File: config.mk
export PLATFORM = sky130hd
export DESIGN_NAME = qfte_serial_div
export DESIGN_NICKNAME = d
export VERILOG_FILES = /design/src/qfte_pkg.sv /design/src/qfte_serial_div.sv
export SDC_FILE = /design/constraint.sdc
export NUM_CORES = 1
export LEC_CHECK = 0
export ABC_CLOCK_PERIOD_IN_PS = 3600
export BUFFER_PORTS_ARGS = -buffer_cell sky130_fd_sc_hd__buf_2
export CORE_ASPECT_RATIO = 0.9
export CORE_MARGIN = 1
export CORE_UTILIZATION = 55
export CTS_CLUSTER_SIZE = 10
export DETAILED_ROUTE_END_ITERATION = 6
export GPL_ROUTABILITY_DRIVEN = 0
export PLACE_DENSITY_LB_ADDON = 0.05
export SLEW_MARGIN = 20
export SYNTH_ARGS = -nofsm -noshare
export SYNTH_HDL_FRONTEND = slang
export SYNTH_SLANG_ARGS = --single-unit
File: constraint.sdc
create_clock -name clk -period 3.6 [get_ports clk]
set_input_delay 0.54 -clock clk [delete_from_list [all_inputs] [get_ports clk]]
set_output_delay 0.54 -clock clk [all_outputs]
set_load 0.03 [all_outputs]
File: src/qfte_pkg.sv
`timescale 1ns / 1ps
// ----------------------------------------------------------------------------
// qfte_pkg
// Shared types, codes and widths for the quadratic form trace estimator.
// ----------------------------------------------------------------------------
package qfte_pkg;

  // input command codes
  localparam logic CMD_WRITE = 1'b0;
  localparam logic CMD_PROBE = 1'b1;

  // configuration register indexes
  localparam logic CFG_SIZE_IN_USE = 1'b0;
  localparam logic CFG_NUM_PROBES  = 1'b1;

  // register widths and reset values
  localparam int unsigned SIZE_W  = 7;
  localparam int unsigned COUNT_W = 8;
  localparam int unsigned CFG_W   = 8;
  localparam logic [SIZE_W-1:0]  SIZE_RESET   = 7'd32;
  localparam logic [COUNT_W-1:0] PROBES_RESET = 8'd5;

  // datapath widths
  localparam int unsigned ENTRY_W = 16;
  localparam int unsigned QW      = 29;   // quad value and estimate
  localparam int unsigned DIV_W   = 30;   // dividend / quotient magnitude
  localparam int unsigned DIV_CW  = 5;    // divider step counter

  // sequencer states
  typedef enum logic [1:0] {
    ST_IDLE,
    ST_ACC,
    ST_DIV,
    ST_FIN
  } state_t;

  // divider status
  typedef struct packed {
    logic busy;
    logic done;
  } div_stat_t;

endpackage

File: src/qfte_serial_div.sv
`timescale 1ns / 1ps
// ----------------------------------------------------------------------------
// qfte_serial_div
// Restoring unsigned divider, one quotient bit per cycle.
// ----------------------------------------------------------------------------
module qfte_serial_div import qfte_pkg::*; (
  input  logic               clk,
  input  logic               rst,
  input  logic               start,
  input  logic [DIV_W-1:0]   dividend,
  input  logic [COUNT_W-1:0] divisor,
  output div_stat_t          stat,
  output logic [DIV_W-1:0]   quotient
);

  logic [DIV_W-1:0]   dvd;
  logic [COUNT_W-1:0] rem;
  logic [COUNT_W-1:0] dsr;
  logic [DIV_CW-1:0]  cnt;
  logic               busy;
  logic               done;
  logic [COUNT_W:0]   trial;
  logic               fits;

  // trial subtract of the shifted remainder
  assign trial = {rem, dvd[DIV_W-1]};
  assign fits  = (trial >= {1'b0, dsr});

  // control
  always_ff @(posedge clk) begin
    if (rst) begin
      busy <= 1'b0;
      done <= 1'b0;
      cnt  <= '0;
    end else begin
      done <= 1'b0;
      if (start) begin
        busy <= 1'b1;
        cnt  <= DIV_CW'(DIV_W - 1);
      end else if (busy) begin
        cnt <= cnt - 1'b1;
        if (cnt == '0) begin
          busy <= 1'b0;
          done <= 1'b1;
        end
      end
    end
  end

  // datapath
  always_ff @(posedge clk) begin
    if (start) begin
      dvd <= dividend;
      rem <= '0;
      dsr <= divisor;
    end else if (busy) begin
      if (fits) begin
        rem <= COUNT_W'(trial - {1'b0, dsr});
        dvd <= {dvd[DIV_W-2:0], 1'b1};
      end else begin
        rem <= trial[COUNT_W-1:0];
        dvd <= {dvd[DIV_W-2:0], 1'b0};
      end
    end
  end

  assign stat.busy = busy;
  assign stat.done = done;
  assign quotient  = dvd;

endmodule

==> qor.json <==
{
  "drive_above_1_share": {"value": 0.390},
  "die_area": {"value": 5040, "unit": "um^2"},
  "cp-start-kind": {"value": "flip-flop"},
  "synth_async_sr_flop_share": {"value": 0},
  "clk_path_buf_depth": {"value": 2},
  "wl": {"value": 4.79, "unit": "mm"},
  "power.static_leakage": {"value": 1.29, "unit": "nW"},
  "grt_setup_unrepaired": {"value": "no"},
  "power.density_cell_area": {"value": 467, "unit": "nW/um^2"},
  "cell_internal_pwr": {"value": 1.01, "unit": "mW"},
  "seq_area": {"value": 1440, "unit": "um^2"},
  "synth_top_family_by_area": {"value": "multiplexers"},
  "die-width": {"value": 74.7, "unit": "um"},
  "cts_inserted_buffers": {"value": 5},
  "number_of_global_route_vias_before_repair": {"value": 1656},
  "adder_and_majority_gate_portion_of_the_synthesized_area": {"value": 0.0506},
  "cts_tree": {"value": "done"},
  "synth_compound_gate_area_share": {"value": 0.116},
  "synth_mux_area_frac": {"value": 0.129},
  "data_required_critical_path": {"value": 3.82, "unit": "ns"},
  "htreeDepth": {"value": 2},
  "power.share.clock": {"value": 0.222},
  "cts.repair_timing.setup_buffer_count": {"value": 0},
  "cp.arrival": {"value": 2.47, "unit": "ns"},
  "grt_remaining_overflow": {"value": 0},
  "fin_worst_skew": {"value": 0.00630, "unit": "ns"},
  "drt-initial-drc-count": {"value": 103},
  "combPwrFrac": {"value": 0.251},
  "outcome": {"value": "finished clean"},
  "initial_util": {"value": 0.580},
  "top_level_ports": {"value": 73},
  "syn_area": {"value": 2620, "unit": "um^2"},
  "maxClockFrequency": {"value": 443, "unit": "MHz"},
  "antenna_found_initial": {"value": 0},
  "number_of_enable_type_register_cells_in_the_synthesized_netlist": {"value": 38},
  "wire_length_of_the_first_global_routing_pass": {"value": 7.33, "unit": "mm"},
  "hpwlAfterDp": {"value": 3.42, "unit": "mm"},
  "cts-root-buf": {"value": "sky130_fd_sc_hd__clkbuf_8"},
  "yosys_most_used_dff": {"value": "sky130_fd_sc_hd__edfxtp_1"},
  "setup.worst_path.end_class": {"value": "flip-flop"},
  "floorplan.core_area": {"value": 4520, "unit": "um^2"},
  "cts_hold_repair.buffers": {"value": 0},
  "fillers": {"value": 352},
  "tns": {"value": 0, "unit": "ns"},
  "syn_to_final_growth": {"value": 18.5, "unit": "%"},
  "grt_max_degree": {"value": 48},
  "report.final.slew_viol_count": {"value": 0},
  "yosysUniqueCellTypes": {"value": 43},
  "route.vias.total": {"value": 1873},
  "multi_input_area": {"value": 1070, "unit": "um^2"},
  "syn-num-nets": {"value": 267},
  "ys_warn_count": {"value": 0},
  "worst_hold_path_type": {"value": "in -> reg"},
  "worst_slew_margin": {"value": 0.558},
  "finalNetCount": {"value": 337},
  "post_synth_and_or_nand_nor_area_fraction": {"value": 0.0879},
  "p_sw_frac": {"value": 0.306},
  "clock_latency": {"value": 0.30, "unit": "ns"},
  "timing.final.crit_period": {"value": 2.26, "unit": "ns"},
  "route.detailed.vias_per_inst": {"value": 5.37},
  "wl_per_cell": {"value": 13.7, "unit": "um"},
  "ys_ff_latch": {"value": 53},
  "max_slew.worst_pin.slew": {"value": 0.663, "unit": "ns"},
  "antenna_cells": {"value": 0},
  "post_synth.cell_area_avg": {"value": 12.1, "unit": "um^2"},
  "tritoncts_num_sinks": {"value": 53},
  "die_h": {"value": 67.5, "unit": "um"},
  "final-setup-viol-count": {"value": 0},
  "cts_resized": {"value": 0},
  "fin_crit_sh": {"value": 0.627},
  "share_seq_of_total_power": {"value": 0.527},
  "final-hold-violation-count": {"value": 0},
  "power.net_switching": {"value": 0.444, "unit": "mW"},
  "io_buffer_count": {"value": 72},
  "postRouteAntennaNets": {"value": 0},
  "floorplan.rows": {"value": 23},
  "synth_seq_area_share": {"value": 0.550},
  "ir_worst_vdd": {"value": 0.289, "unit": "mV"},
  "route.detailed.drc": {"value": 0},
  "grt_total_usage": {"value": 0.199},
  "synth_xor_xnor_area_share": {"value": 0.0234},
  "cells_after_synthesis": {"value": 216},
  "maxCapViolations": {"value": 0},
  "timing.critical_path.fanout_max": {"value": 4},
  "worst_setup_hold_path_clk_slew": {"value": 0.09, "unit": "ns"},
  "utilization": {"value": 0.687},
  "path_class": {"value": "reg -> reg"},
  "drt_first_pass_iters": {"value": 4}
}
==> power by group through the flow <==
stage          sequential (mW)  combinational [mW]  clock, mW
6_report                 0.764               0.364      0.321
5_1_grt                  0.773               0.397      0.352
4_1_cts                  0.765               0.365      0.331
3_5_place_dp             0.776               0.365          0
3_3_place_gp             0.776               0.361          0
2_1_floorplan            0.845               0.194          0
==> final cells by class <==
class | count | area share
multi-input combinational | 136 | 0.343
clock buffer | 6 | 0.0234
timing repair buffer | 74 | 0.121
sequential | 53 | 0.464
inverter | 16 | 0.0193
tap | 62 | 0.0250
clock inverter | 2 | 0.00363
==> logic make-up after synthesis <==
| kind of cell | Yosys count |
|---|---|
| AO/OA/AOI/OAI | 44 |
| flip-flops | 53 |
| buffers and inverters | 27 |
| adder cells (fa/ha/maj) | 10 |
| multiplexers | 30 |
| AND/OR/NAND/NOR | 45 |
| XOR/XNOR | 7 |
==> through the flow <==
stage	area, um^2	instances	power (mW)	hold WS, ns	setup WS [ns]
detailed placement	3020	341	1.14	0.463	1.37
floorplan	2620	216	1.04	0.440	1.32
global placement	3020	341	1.14	0.454	1.43
CTS	3100	349	1.46	0.397	1.34
finish	3100	349	1.45	0.405	1.34
global route	3100	349	1.52	0.390	1.14
==> cells in the final DEF (no fill, tap or decap), types with 2 or more instances in the layout <==
master / n
sky130_fd_sc_hd__buf_2: 72
sky130_fd_sc_hd__edfxtp_1: 38
sky130_fd_sc_hd__mux2_2: 30
sky130_fd_sc_hd__inv_1: 16
sky130_fd_sc_hd__dfxtp_1: 15
sky130_fd_sc_hd__nor2_1: 13
sky130_fd_sc_hd__a21oi_1: 11
sky130_fd_sc_hd__o21ai_0: 10
sky130_fd_sc_hd__ha_1: 9
sky130_fd_sc_hd__nand3_1: 7
sky130_fd_sc_hd__nand2_1: 6
sky130_fd_sc_hd__nand2b_1: 6
sky130_fd_sc_hd__xnor2_1: 6
sky130_fd_sc_hd__a311oi_1: 5
sky130_fd_sc_hd__clkbuf_8: 5
sky130_fd_sc_hd__nor3_1: 3
sky130_fd_sc_hd__or3_1: 2
sky130_fd_sc_hd__a21o_1: 2
sky130_fd_sc_hd__a211oi_1: 2
sky130_fd_sc_hd__nand3b_1: 2
sky130_fd_sc_hd__and3_1: 2
sky130_fd_sc_hd__a2111o_1: 2
sky130_fd_sc_hd__buf_4: 2
==> cells in the mapped netlist (2+ instances only) <==
library cell / number / area [um^2]
sky130_fd_sc_hd__nand3b_1: 2 / 15.0
sky130_fd_sc_hd__or3_1: 2 / 12.5
sky130_fd_sc_hd__a21oi_1: 11 / 55.1
sky130_fd_sc_hd__ha_1: 9 / 113
sky130_fd_sc_hd__nand2b_1: 6 / 37.5
sky130_fd_sc_hd__mux2_2: 30 / 338
sky130_fd_sc_hd__buf_1: 4 / 15.0
sky130_fd_sc_hd__and3_1: 2 / 12.5
sky130_fd_sc_hd__nor2_1: 13 / 48.8
sky130_fd_sc_hd__dfxtp_1: 15 / 300
sky130_fd_sc_hd__xnor2_1: 6 / 52.6
sky130_fd_sc_hd__inv_1: 16 / 60.1
sky130_fd_sc_hd__a2111o_1: 2 / 22.5
sky130_fd_sc_hd__edfxtp_1: 38 / 1140
sky130_fd_sc_hd__o21ai_0: 10 / 50.1
sky130_fd_sc_hd__clkbuf_1: 3 / 11.3
sky130_fd_sc_hd__a311oi_1: 5 / 43.8
sky130_fd_sc_hd__a211oi_1: 2 / 15.0
sky130_fd_sc_hd__a21o_1: 2 / 15.0
sky130_fd_sc_hd__nand2_1: 6 / 22.5
sky130_fd_sc_hd__buf_4: 2 / 15.0
sky130_fd_sc_hd__nand3_1: 7 / 35.0
sky130_fd_sc_hd__nor3_1: 3 / 15.0
==> critical path: stages, from the launching register on <==
cell                       delay, ns
sky130_fd_sc_hd__edfxtp_1       0.39
sky130_fd_sc_hd__inv_1          0.06
sky130_fd_sc_hd__ha_1           0.24
sky130_fd_sc_hd__fa_1           0.41
sky130_fd_sc_hd__nand2b_1       0.20
sky130_fd_sc_hd__a2111o_1       0.38
sky130_fd_sc_hd__o311ai_0       0.10
sky130_fd_sc_hd__o21ai_0        0.14
sky130_fd_sc_hd__a311oi_1       0.26
==> state kept, by name, summed over array words and instances, names as in the netlist <==
| signal | flops |
|---|---|
| busy | 1 |
| cnt | 5 |
| done | 1 |
| dsr | 8 |
| quotient | 30 |
| rem | 8 |
==> worst paths after layout <==
| check | slack, ns | end | from | depth (start not counted) |
|---|---|---|---|---|
| worst max register to register | 1.34 | rem[6] | quotient[29] | 8 |
| worst min register to register | 0.48 | done | cnt[4] | 1 |
| worst min-delay path | 0.41 | dsr[4] | divisor[4] | 1 |
| worst max-delay path | 1.34 | rem[6] | quotient[29] | 8 |
==> per-layer routing <==
layer / global-route usage / share of wire / vias up
met4: 0.0637 / 0.0096 / 0
met1: 0.261 / 0.47 / 876
met2: 0.307 / 0.47 / 45
met5: 0 / 0 / -
met3: 0.0731 / 0.052 / 4
li1: - / - / 948
(Power assumes the default switching activity.)
